File: config.mk
export PLATFORM = sky130hd
export DESIGN_NAME = nmea_sentence_framer_talker_rewrite_core_flat
export DESIGN_NICKNAME = d
export VERILOG_FILES = /design/src/design/nmea_fr_pkg.sv /design/src/design/nmea_fr_rx_if.sv /design/src/design/nmea_fr_chunk_if.sv /design/src/design/nmea_fr_ram.sv /design/src/design/nmea_fr_queue.sv /design/src/design/nmea_fr_front.sv /design/src/design/nmea_fr_back.sv /design/src/design/nmea_sentence_framer_talker_rewrite_core.sv /design/src/flat_wrapper.sv
export VERILOG_INCLUDE_DIRS = /design/src /design/src/design
export SDC_FILE = /design/constraint.sdc
export NUM_CORES = 2
export LEC_CHECK = 0
export BUFFER_PORTS_ARGS = -buffer_cell sky130_fd_sc_hd__buf_2
export CAP_MARGIN = 20
export CORE_MARGIN = 5
export CORE_UTILIZATION = 45
export CTS_CLUSTER_SIZE = 40
export DETAILED_ROUTE_END_ITERATION = 16
export PLACE_DENSITY = 0.72
export SETUP_SLACK_MARGIN = 0.3
export SLEW_MARGIN = 25
export SYNTH_ARGS = -nofsm -noshare
export SYNTH_HDL_FRONTEND = slang
export SYNTH_SLANG_ARGS = --single-unit
File: constraint.sdc
create_clock -name clk -period 3.5 [get_ports clk]
set_input_delay 0.875 -clock clk [delete_from_list [all_inputs] [get_ports clk]]
set_output_delay 0.875 -clock clk [all_outputs]
set_load 0.02 [all_outputs]
File: src/design/nmea_sentence_framer_talker_rewrite_core_defines.svh
// Assertion macros for the NMEA sentence framer core.
// Used by the top level; depends on nothing else.
`ifndef NMEA_SENTENCE_FRAMER_TALKER_REWRITE_CORE_DEFINES_SVH
`define NMEA_SENTENCE_FRAMER_TALKER_REWRITE_CORE_DEFINES_SVH

// Same-cycle implication, disabled during reset.
`define NMEA_FR_ASSERT_IMPLY(lbl, ck, rs, ante, cons) \
  lbl: assert property (@(posedge ck) disable iff (rs) (ante) |-> (cons)) \
    else $error("nmea_fr check failed");

// Next-cycle implication, disabled during reset.
`define NMEA_FR_ASSERT_NEXT(lbl, ck, rs, ante, cons) \
  lbl: assert property (@(posedge ck) disable iff (rs) (ante) |=> (cons)) \
    else $error("nmea_fr check failed");

`endif

File: src/design/nmea_fr_pkg.sv
// Shared constants, types and helper functions of the NMEA sentence framer.
// No dependencies; queue, both ends, core and bench use it by scoped names.
package nmea_fr_pkg;

  localparam int BUF_LEN = 128;
  localparam int FILL_W  = $clog2(BUF_LEN);
  localparam int LEN_W   = $clog2(BUF_LEN + 1);
  localparam int ROW_W   = FILL_W - 3;
  localparam int RAM_AW  = ROW_W + 1;
  localparam int LANES   = 8;
  localparam int BANKS   = 2;
  localparam int BUSY_W  = $clog2(BANKS + 1);
  localparam int QDEPTH  = 2;
  localparam int QPTR_W  = $clog2(QDEPTH);
  localparam int QCNT_W  = $clog2(QDEPTH + 1);
  localparam int MIN_REWRITE_LEN = 8;
  localparam int PREFIX_LEN = 6;

  localparam logic [7:0] CH_DOLLAR = 8'h24;
  localparam logic [7:0] CH_LF     = 8'h0A;
  localparam logic [7:0] CH_CR     = 8'h0D;
  localparam logic [7:0] CH_G      = 8'h47;
  localparam logic [7:0] CH_N      = 8'h4E;
  localparam logic [7:0] CH_A      = 8'h41;
  localparam logic [7:0] CH_P      = 8'h50;

  typedef enum logic [1:0] {
    B_IDLE,
    B_READ,
    B_LOAD,
    B_SEND
  } back_state_t;

  typedef struct packed {
    logic             bank;
    logic [LEN_W-1:0] len;
    logic             rewrite;
    logic [7:0]       hex_hi;
    logic [7:0]       hex_lo;
  } desc_t;

  typedef struct packed {
    logic              en;
    logic [RAM_AW-1:0] addr;
    logic [LANES-1:0]  be;
    logic [LANES*8-1:0] data;
  } ram_wr_t;

  typedef struct packed {
    logic nonempty;
    logic full;
  } q_status_t;

  function automatic logic [7:0] prefix_char(input logic [2:0] idx);
    logic [7:0] c;
    case (idx)
      3'd0:    c = CH_DOLLAR;
      3'd1:    c = CH_G;
      3'd2:    c = CH_N;
      3'd3:    c = CH_G;
      3'd4:    c = CH_G;
      3'd5:    c = CH_A;
      default: c = 8'h00;
    endcase
    return c;
  endfunction

  function automatic logic [7:0] hex_char(input logic [3:0] n);
    logic [7:0] c;
    if (n < 4'd10) begin
      c = 8'h30 + {4'h0, n};
    end else begin
      c = 8'h57 + {4'h0, n};
    end
    return c;
  endfunction

endpackage

File: src/design/nmea_fr_rx_if.sv
// Byte input channel of the NMEA sentence framer: valid/ready plus one byte.
// Depends on nothing.
interface nmea_fr_rx_if;
  logic       valid;
  logic       ready;
  logic [7:0] rx_byte;

  modport source (output valid, output rx_byte, input ready);
  modport sink (input valid, input rx_byte, output ready);
endinterface

File: src/design/nmea_fr_chunk_if.sv
// Chunk output channel of the NMEA sentence framer: valid/ready plus payload.
// Depends on nothing.
interface nmea_fr_chunk_if;
  logic        valid;
  logic        ready;
  logic [63:0] out_bytes;
  logic [3:0]  byte_count;
  logic        last;

  modport source (output valid, output out_bytes, output byte_count, output last,
                  input ready);
  modport sink (input valid, input out_bytes, input byte_count, input last,
                output ready);
endinterface

File: src/design/nmea_fr_ram.sv
// Generic byte-lane-writable RAM with one write port and one registered read port.
// Depends on nothing.
module nmea_fr_ram #(
  parameter int ADDR_W = 5,
  parameter int LANES  = 8
) (
  input  logic                clk,
  input  logic                wen,
  input  logic [ADDR_W-1:0]   waddr,
  input  logic [LANES-1:0]    be,
  input  logic [LANES*8-1:0]  wdata,
  input  logic [ADDR_W-1:0]   raddr,
  output logic [LANES*8-1:0]  rdata
);

  logic [LANES*8-1:0] mem [2**ADDR_W];

  always_ff @(posedge clk) begin
    if (wen) begin
      for (int i = 0; i < LANES; i++) begin
        if (be[i]) begin
          mem[waddr][i*8 +: 8] <= wdata[i*8 +: 8];
        end
      end
    end
  end

  always_ff @(posedge clk) begin
    rdata <= mem[raddr];
  end

endmodule

File: src/design/nmea_fr_queue.sv
// Short descriptor queue between the framing front end and the emitting back end.
// Depends on nmea_fr_pkg.
module nmea_fr_queue (
  input  logic                  clk,
  input  logic                  rst,
  input  logic                  push,
  input  nmea_fr_pkg::desc_t    push_desc,
  input  logic                  pop,
  output nmea_fr_pkg::desc_t    head,
  output nmea_fr_pkg::q_status_t status
);

  logic [nmea_fr_pkg::QPTR_W-1:0] rd_ptr;
  logic [nmea_fr_pkg::QPTR_W-1:0] wr_ptr;
  logic [nmea_fr_pkg::QCNT_W-1:0] count;
  nmea_fr_pkg::desc_t entries [nmea_fr_pkg::QDEPTH];

  always_ff @(posedge clk) begin
    if (rst) begin
      rd_ptr <= '0;
      wr_ptr <= '0;
      count  <= '0;
    end else begin
      if (push) begin
        wr_ptr <= wr_ptr + 1'b1;
      end
      if (pop) begin
        rd_ptr <= rd_ptr + 1'b1;
      end
      count <= count + nmea_fr_pkg::QCNT_W'(push) - nmea_fr_pkg::QCNT_W'(pop);
    end
  end

  always_ff @(posedge clk) begin
    if (push) begin
      entries[wr_ptr] <= push_desc;
    end
  end

  assign head            = entries[rd_ptr];
  assign status.nonempty = (count != '0);
  assign status.full     = (count == nmea_fr_pkg::QCNT_W'(nmea_fr_pkg::QDEPTH));

endmodule

File: src/design/nmea_fr_front.sv
// Front end: hunts for '$', stores sentence bytes into a free bank, tracks the
// talker prefix and checksum, and queues a descriptor per complete sentence.
// Depends on nmea_fr_pkg and nmea_fr_rx_if.
module nmea_fr_front (
  input  logic                 clk,
  input  logic                 rst,
  nmea_fr_rx_if.sink           rx,
  input  logic                 done,
  output logic                 push,
  output nmea_fr_pkg::desc_t   desc,
  output nmea_fr_pkg::ram_wr_t wr
);

  logic [nmea_fr_pkg::FILL_W-1:0] fill;
  logic [nmea_fr_pkg::FILL_W-1:0] fill_next;
  logic [nmea_fr_pkg::BUSY_W-1:0] busy;
  logic [nmea_fr_pkg::BUSY_W-1:0] busy_next;
  logic                           wr_bank;
  logic                           wr_bank_next;
  logic [7:0]                     taps [4];
  logic [7:0]                     xsum;
  logic                           prefix_ok;

  logic [7:0]                     b;
  logic                           acc;
  logic                           active;
  logic                           is_lf;
  logic                           commit;
  logic [nmea_fr_pkg::LEN_W-1:0]  len;
  logic [7:0]                     cks;

  assign b      = rx.rx_byte;
  assign acc    = rx.valid && rx.ready;
  assign active = (fill != '0);
  assign is_lf  = (b == nmea_fr_pkg::CH_LF);
  assign len    = nmea_fr_pkg::LEN_W'(fill) + 1'b1;
  assign commit = acc && active && is_lf && (taps[0] == nmea_fr_pkg::CH_CR);
  assign push   = commit;

  assign rx.ready = (busy != nmea_fr_pkg::BUSY_W'(nmea_fr_pkg::BANKS));

  assign cks = xsum ^ taps[0] ^ taps[1] ^ taps[2] ^ taps[3]
             ^ nmea_fr_pkg::CH_N ^ nmea_fr_pkg::CH_P;

  assign desc.bank    = wr_bank;
  assign desc.len     = len;
  assign desc.rewrite = prefix_ok
                      && (len >= nmea_fr_pkg::LEN_W'(nmea_fr_pkg::MIN_REWRITE_LEN));
  assign desc.hex_hi  = nmea_fr_pkg::hex_char(cks[7:4]);
  assign desc.hex_lo  = nmea_fr_pkg::hex_char(cks[3:0]);

  assign wr.en   = acc && (active || (b == nmea_fr_pkg::CH_DOLLAR));
  assign wr.addr = {wr_bank, fill[nmea_fr_pkg::FILL_W-1:3]};
  assign wr.be   = nmea_fr_pkg::LANES'(1) << fill[2:0];
  assign wr.data = {nmea_fr_pkg::LANES{b}};

  always_comb begin
    fill_next = fill;
    if (acc) begin
      if (!active) begin
        if (b == nmea_fr_pkg::CH_DOLLAR) begin
          fill_next = nmea_fr_pkg::FILL_W'(1);
        end
      end else if (is_lf) begin
        fill_next = '0;
      end else if (len == nmea_fr_pkg::LEN_W'(nmea_fr_pkg::BUF_LEN)) begin
        fill_next = '0;
      end else begin
        fill_next = nmea_fr_pkg::FILL_W'(len);
      end
    end
    wr_bank_next = commit ? ~wr_bank : wr_bank;
    busy_next = busy + nmea_fr_pkg::BUSY_W'(commit) - nmea_fr_pkg::BUSY_W'(done);
  end

  always_ff @(posedge clk) begin
    if (rst) begin
      fill    <= '0;
      busy    <= '0;
      wr_bank <= 1'b0;
    end else begin
      fill    <= fill_next;
      busy    <= busy_next;
      wr_bank <= wr_bank_next;
    end
  end

  always_ff @(posedge clk) begin
    if (acc && !active && (b == nmea_fr_pkg::CH_DOLLAR)) begin
      taps[0]   <= b;
      xsum      <= 8'h00;
      prefix_ok <= 1'b1;
    end else if (acc && active) begin
      taps[0] <= b;
      taps[1] <= taps[0];
      taps[2] <= taps[1];
      taps[3] <= taps[2];
      xsum    <= xsum ^ b;
      if (fill < nmea_fr_pkg::FILL_W'(nmea_fr_pkg::PREFIX_LEN)) begin
        prefix_ok <= prefix_ok && (b == nmea_fr_pkg::prefix_char(fill[2:0]));
      end
    end
  end

endmodule

File: src/design/nmea_fr_back.sv
// Back end: reads a queued sentence row by row, patches talker and checksum
// bytes, masks unused lanes, and holds each chunk in the output register.
// Depends on nmea_fr_pkg and nmea_fr_chunk_if.
module nmea_fr_back (
  input  logic                                     clk,
  input  logic                                     rst,
  input  nmea_fr_pkg::desc_t                       head,
  input  nmea_fr_pkg::q_status_t                   qstat,
  input  logic [nmea_fr_pkg::LANES*8-1:0]          rdata,
  output logic [nmea_fr_pkg::RAM_AW-1:0]           raddr,
  output logic                                     done,
  nmea_fr_chunk_if.source                          chunk
);

  nmea_fr_pkg::back_state_t state;
  nmea_fr_pkg::back_state_t state_next;

  logic [nmea_fr_pkg::ROW_W-1:0]   row;
  logic [nmea_fr_pkg::LANES*8-1:0] out_word;
  logic [3:0]                      out_count;
  logic                            out_last;

  logic [nmea_fr_pkg::LEN_W-1:0]   rem;
  logic                            is_last;
  logic [3:0]                      count;
  logic [nmea_fr_pkg::LANES*8-1:0] patched;

  assign raddr   = {head.bank, row};
  assign rem     = head.len - nmea_fr_pkg::LEN_W'({row, 3'b000});
  assign is_last = (rem <= nmea_fr_pkg::LEN_W'(nmea_fr_pkg::LANES));
  assign count   = is_last ? rem[3:0] : 4'(nmea_fr_pkg::LANES);

  always_comb begin
    logic [nmea_fr_pkg::LEN_W-1:0] pos;
    logic [7:0]                    lane;
    patched = '0;
    for (int j = 0; j < nmea_fr_pkg::LANES; j++) begin
      pos  = nmea_fr_pkg::LEN_W'({row, 3'(j)});
      lane = rdata[j*8 +: 8];
      if (head.rewrite) begin
        if (pos == nmea_fr_pkg::LEN_W'(2)) begin
          lane = nmea_fr_pkg::CH_P;
        end else if (pos == head.len - nmea_fr_pkg::LEN_W'(4)) begin
          lane = head.hex_hi;
        end else if (pos == head.len - nmea_fr_pkg::LEN_W'(3)) begin
          lane = head.hex_lo;
        end
      end
      if (pos >= head.len) begin
        lane = 8'h00;
      end
      patched[j*8 +: 8] = lane;
    end
  end

  always_comb begin
    state_next = state;
    done       = 1'b0;
    case (state)
      nmea_fr_pkg::B_IDLE: begin
        if (qstat.nonempty) begin
          state_next = nmea_fr_pkg::B_READ;
        end
      end
      nmea_fr_pkg::B_READ: begin
        state_next = nmea_fr_pkg::B_LOAD;
      end
      nmea_fr_pkg::B_LOAD: begin
        state_next = nmea_fr_pkg::B_SEND;
      end
      nmea_fr_pkg::B_SEND: begin
        if (chunk.ready) begin
          if (out_last) begin
            done       = 1'b1;
            state_next = nmea_fr_pkg::B_IDLE;
          end else begin
            state_next = nmea_fr_pkg::B_READ;
          end
        end
      end
      default: begin
        state_next = nmea_fr_pkg::B_IDLE;
      end
    endcase
  end

  always_ff @(posedge clk) begin
    if (rst) begin
      state <= nmea_fr_pkg::B_IDLE;
    end else begin
      state <= state_next;
    end
  end

  always_ff @(posedge clk) begin
    if (state == nmea_fr_pkg::B_IDLE) begin
      row <= '0;
    end else if ((state == nmea_fr_pkg::B_SEND) && chunk.ready && !out_last) begin
      row <= row + 1'b1;
    end
    if (state == nmea_fr_pkg::B_LOAD) begin
      out_word  <= patched;
      out_count <= count;
      out_last  <= is_last;
    end
  end

  assign chunk.valid      = (state == nmea_fr_pkg::B_SEND);
  assign chunk.out_bytes  = out_word;
  assign chunk.byte_count = out_count;
  assign chunk.last       = out_last;

endmodule

File: src/design/nmea_sentence_framer_talker_rewrite_core.sv
// NMEA 0183 sentence framer with GNGGA-to-GPGGA talker rewrite. Received bytes
// enter at one per clock while a sentence bank is free; the block holds two
// banks, so input stalls only when two finished sentences still await output.
// Each output chunk of up to eight bytes goes through a RAM row read, the
// checksum patch and the output register, then waits for ready; the next row
// is read only once the chunk is taken; the back end idles between sentences.
// A complete sentence is emitted only after its newline has been received.
`include "nmea_sentence_framer_talker_rewrite_core_defines.svh"

module nmea_sentence_framer_talker_rewrite_core (
  input  logic            clk,
  input  logic            rst,
  nmea_fr_rx_if.sink      rx,
  nmea_fr_chunk_if.source chunk
);

  logic                                  push;
  logic                                  done;
  nmea_fr_pkg::desc_t                    push_desc;
  nmea_fr_pkg::desc_t                    head;
  nmea_fr_pkg::q_status_t                qstat;
  nmea_fr_pkg::ram_wr_t                  wr;
  logic [nmea_fr_pkg::RAM_AW-1:0]        raddr;
  logic [nmea_fr_pkg::LANES*8-1:0]       rdata;

  nmea_fr_front u_front (
    .clk  (clk),
    .rst  (rst),
    .rx   (rx),
    .done (done),
    .push (push),
    .desc (push_desc),
    .wr   (wr)
  );

  nmea_fr_queue u_queue (
    .clk       (clk),
    .rst       (rst),
    .push      (push),
    .push_desc (push_desc),
    .pop       (done),
    .head      (head),
    .status    (qstat)
  );

  nmea_fr_ram #(
    .ADDR_W (nmea_fr_pkg::RAM_AW),
    .LANES  (nmea_fr_pkg::LANES)
  ) u_ram (
    .clk   (clk),
    .wen   (wr.en),
    .waddr (wr.addr),
    .be    (wr.be),
    .wdata (wr.data),
    .raddr (raddr),
    .rdata (rdata)
  );

  nmea_fr_back u_back (
    .clk   (clk),
    .rst   (rst),
    .head  (head),
    .qstat (qstat),
    .rdata (rdata),
    .raddr (raddr),
    .done  (done),
    .chunk (chunk)
  );

  `NMEA_FR_ASSERT_IMPLY(a_no_push_full, clk, rst, push, !qstat.full)
  `NMEA_FR_ASSERT_IMPLY(a_valid_has_desc, clk, rst, chunk.valid, qstat.nonempty)
  `NMEA_FR_ASSERT_IMPLY(a_count_range, clk, rst, chunk.valid, (chunk.byte_count != 4'd0) && (chunk.byte_count <= 4'd8))
  `NMEA_FR_ASSERT_IMPLY(a_full_mid_chunk, clk, rst, chunk.valid && chunk.ready && !chunk.last, chunk.byte_count == 4'd8)
  `NMEA_FR_ASSERT_NEXT(a_gap_after_chunk, clk, rst, chunk.valid && chunk.ready, !chunk.valid)

endmodule

File: src/flat_wrapper.sv
// flat-port wrapper written by rule: the top's interface ports become plain ports
module nmea_sentence_framer_talker_rewrite_core_flat 
  (clk, rst, rx_valid, rx_rx_byte, rx_ready, chunk_valid, chunk_out_bytes, chunk_byte_count, chunk_last, chunk_ready);
  nmea_fr_rx_if rx_i ();
  nmea_fr_chunk_if chunk_i ();
  input  logic clk;
  input  logic rst;
  input wire logic [$bits(rx_i.valid)-1:0] rx_valid;
  input wire logic [$bits(rx_i.rx_byte)-1:0] rx_rx_byte;
  output wire logic [$bits(rx_i.ready)-1:0] rx_ready;
  output wire logic [$bits(chunk_i.valid)-1:0] chunk_valid;
  output wire logic [$bits(chunk_i.out_bytes)-1:0] chunk_out_bytes;
  output wire logic [$bits(chunk_i.byte_count)-1:0] chunk_byte_count;
  output wire logic [$bits(chunk_i.last)-1:0] chunk_last;
  input wire logic [$bits(chunk_i.ready)-1:0] chunk_ready;
  assign rx_i.valid = rx_valid;
  assign rx_i.rx_byte = rx_rx_byte;
  assign rx_ready = rx_i.ready;
  assign chunk_valid = chunk_i.valid;
  assign chunk_out_bytes = chunk_i.out_bytes;
  assign chunk_byte_count = chunk_i.byte_count;
  assign chunk_last = chunk_i.last;
  assign chunk_i.ready = chunk_ready;
  nmea_sentence_framer_talker_rewrite_core u_core (.clk(clk), .rst(rst), .rx(rx_i), .chunk(chunk_i));
endmodule
==> flow_summary.json <==
{
  "cp_data_arrival_time_ns": 3.71,
  "drt_iter0_drc": 5866,
  "total_power_mw": 53.7,
  "ys_seq_area_share_pct": 75.7,
  "synthMuxAreaShare_pct": 17.6,
  "fin_ws_ns": 0.377,
  "synthXorXnorAreaFrac_pct": 0.680,
  "finalSetupTns_ns": 0,
  "globalplace.congestion": 0.924,
  "grtUsageTotal_pct": 21.3,
  "overflow": 0,
  "synth_seq_cells": 2291,
  "multiInputGateArea_sq_um": 21000,
  "final_util_pct": 52.5,
  "leakagePower_nw": 32.7,
  "synth_compound_area_share_pct": 1.61,
  "n_fill_cell": 14800,
  "dieArea_sq_um": 208000,
  "yosys-top-cells-area": "edfxtp_1, mux4_2, dfxtp_1, nor2_1, mux2_2",
  "hpwl_um": 140000,
  "htreeDepth": 4,
  "syn_to_final_growth_pct": 15.8,
  "min_path_type": "input pin to flop",
  "core-area_sq_um": 198000,
  "tritoncts": "done",
  "slew_violations": 0,
  "status": "completed",
  "place_inst": 7135,
  "worst_slew_pin_slew_ns": 1.05,
  "num_vias": 45300,
  "seq_area_sq_um": 67900,
  "critical_path_required_ns": 4.09,
  "grt_pass1_wl_um": 324000,
  "yosys_warnings": 0,
  "rsz0062_at_grt": "false",
  "synth_area_leader_cell": "edfxtp_1",
  "maxSlewHeadroom_pct": 30.1,
  "skew_ns": 0.0440,
  "clkSinkCount": 2291,
  "place_area_sq_um": 96600,
  "yosysTopAreaCellShare_pct": 73.6,
  "die_w_um": 456,
  "period_needed_ns": 3.12,
  "dpl_worst_slack_ns": 0.163,
  "grt_max_degree": 211,
  "clockBufferDepth": 3,
  "yosys.area_share.simple_pct": 2.82,
  "synthAdderAreaFrac_pct": 0.464,
  "max_freq_mhz": 320,
  "fin_cells": 7543,
  "max-vdd-ir-drop_uv": 472,
  "cts_root_buf": "clkbuf_16",
  "maxUsedRoutingLayer": "met5",
  "setup_violations": 0,
  "synthCells": 4182,
  "fin_hold_ws_ns": 0.312,
  "grt_pass1_vias": 45100,
  "via_per_inst": 6.01,
  "postSynth.asyncResetShare_pct": 0,
  "wire_per_inst_um": 29.6,
  "routed_wl_um": 224000,
  "syn-cell-area_sq_um": 89600,
  "io_pins": 83,
  "drive_gt1_share_pct": 32.8,
  "initial_core_util_pct": 45.3,
  "ant_nets": 0,
  "drc": 0,
  "cp-end-kind": "flop",
  "row_count": 163,
  "cap_violations": 0,
  "drt-pass1-iter-count": 6,
  "clk_pin_slew_ns": 0.07,
  "start_kind": "flop",
  "antenna_found_initial": 11,
  "finalHoldViolations": 0,
  "powerDensity_nw_per_um2": 518,
  "final_nets": 4759,
  "synth.avg_cell_area_sq_um": 21.4,
  "post-route-period-util_pct": 89.2,
  "synth-main-ff-cell": "edfxtp_1",
  "routed-wl-met3_um": 21400,
  "die_h_um": 456,
  "wl_met2_um": 109000,
  "numCtsBuffers": 210,
  "numPortBuffers": 82,
  "crit_fanout": 14,
  "synth_top_family_by_area": "multiplexers",
  "synth_edf_count": 2197,
  "stdcell_area_sq_um": 104000,
  "crit_type": "flop to flop",
  "synth_common_cells": "edfxtp_1, mux4_2, nor2_1",
  "yosysMostFrequentCell": "edfxtp_1",
  "synth.distinct_cells": 71,
  "clk_latency_ns": 0.85,
  "wl_met1_um": 85300
}
[repair_timing]
item                       4_1_cts  5_1_grt
setup buffers                    3        4
pin swaps                        1        1
resized for setup                7       15
setup endpoints to repair       44       69
hold buffers                     0        0
[flip-flops by register name, summed over array words and instances, names as in the netlist, 2 cells and up, named ones only]
register / cells
u_core.u_queue.count: 2
u_core.u_back.row: 4
u_core.u_front.fill: 7
u_core.u_front.busy: 2
u_core.u_ram.mem: 2048
u_core.u_front.xsum: 8
u_core.u_back.chunk.byte_count: 4
u_core.u_back.chunk.out_bytes: 64
u_core.u_front.taps: 32
u_core.u_back.state: 2
u_core.u_ram.rdata: 64
u_core.u_queue.entries: 48
[worst max-delay path, stage by stage, from the launching register on]
cell	delay, ns
dfxtp_2	0.39
buf_6	0.22
or4b_1	0.51
a211oi_4	0.29
o32ai_4	0.21
or4_4	0.66
or3_1	0.34
a31oi_1	0.18
a21oi_1	0.08
[report_power, final]
| group | total [mW] | switching, mW | leakage (nW) | internal, mW |
|---|---|---|---|---|
| Sequential | 30.1 | 0.0262 | 20.5 | 30.0 |
| Combinational | 0.659 | 0.541 | 8.72 | 0.118 |
| Clock | 23.0 | 9.98 | 3.39 | 13.0 |
| Total | 53.7 | 10.6 | 32.7 | 43.2 |
[path summary, 6_finish.rpt]
kind	from	to	slack, ns	cells after the start
setup reg to reg	flop	u_core.u_back.chunk.out_bytes[56]$_SDFFCE_PP0N_	0.38	8
hold reg to reg	u_core.u_front.taps[1][5]$_DFFE_PP_	u_core.u_front.taps[2][5]$_DFFE_PP_	0.47	0
hold / removal	rx_rx_byte[1]	u_core.u_ram.mem[12][49]$_DFFE_PP_	0.31	1
setup / recovery	flop	u_core.u_back.chunk.out_bytes[56]$_SDFFCE_PP0N_	0.38	8
[final cells by class]
type                    count  share of cell area [%]
inverters                  30                   0.123
flip-flops and latches   2291                    65.4
clock inverters           114                    1.29
well taps                2640                    3.18
clock buffers             277                    5.45
repair buffers            536                    4.30
diodes                      9                  0.0217
multi-input cells        1646                    20.2
[placed cells by master (no fill, tap or decap), types with 13 or more instances in the layout]
cell / Yosys / final
clkinv_2: 0 / 34
nor2b_1: 13 / 13
o21ai_0: 42 / 39
clkbuf_16: 0 / 211
buf_12: 0 / 43
edfxtp_1: 2197 / 2197
dfxtp_1: 94 / 89
mux4_2: 641 / 641
clkbuf_8: 0 / 18
buf_4: 0 / 406
clkbuf_1: 168 / 53
nor3_1: 14 / 13
mux2i_1: 37 / 35
xnor2_1: 51 / 51
and2_1: 18 / 18
a21o_1: 27 / 27
nor3b_1: 16 / 16
clkinv_1: 2 / 35
a21oi_1: 48 / 47
a221o_1: 13 / 13
nor2_1: 338 / 335
mux2_2: 83 / 82
bufinv_16: 0 / 21
nand2_1: 77 / 77
nand3_1: 30 / 30
ha_1: 30 / 27
xor2_1: 16 / 16
buf_2: 4 / 74
and3_1: 16 / 15
inv_1: 28 / 27
[cell families after synthesis]
group / count (synthesis)
AOI/OAI and AO/OA: 211
xor gates and xnor gates: 68
adders and majority gates: 32
buffers and inverters: 248
DFF: 2291
muxes: 764
other: 1
and+or+nand+nor: 567
[routing by layer]
layer / vias to the layer above / track usage [%]
li1: 18400 / -
met1: 24000 / 29.3
met2: 2479 / 33.7
met3: 411 / 4.95
met4: 4 / 7.40
met5: - / 0
(Power assumes the default switching activity.)
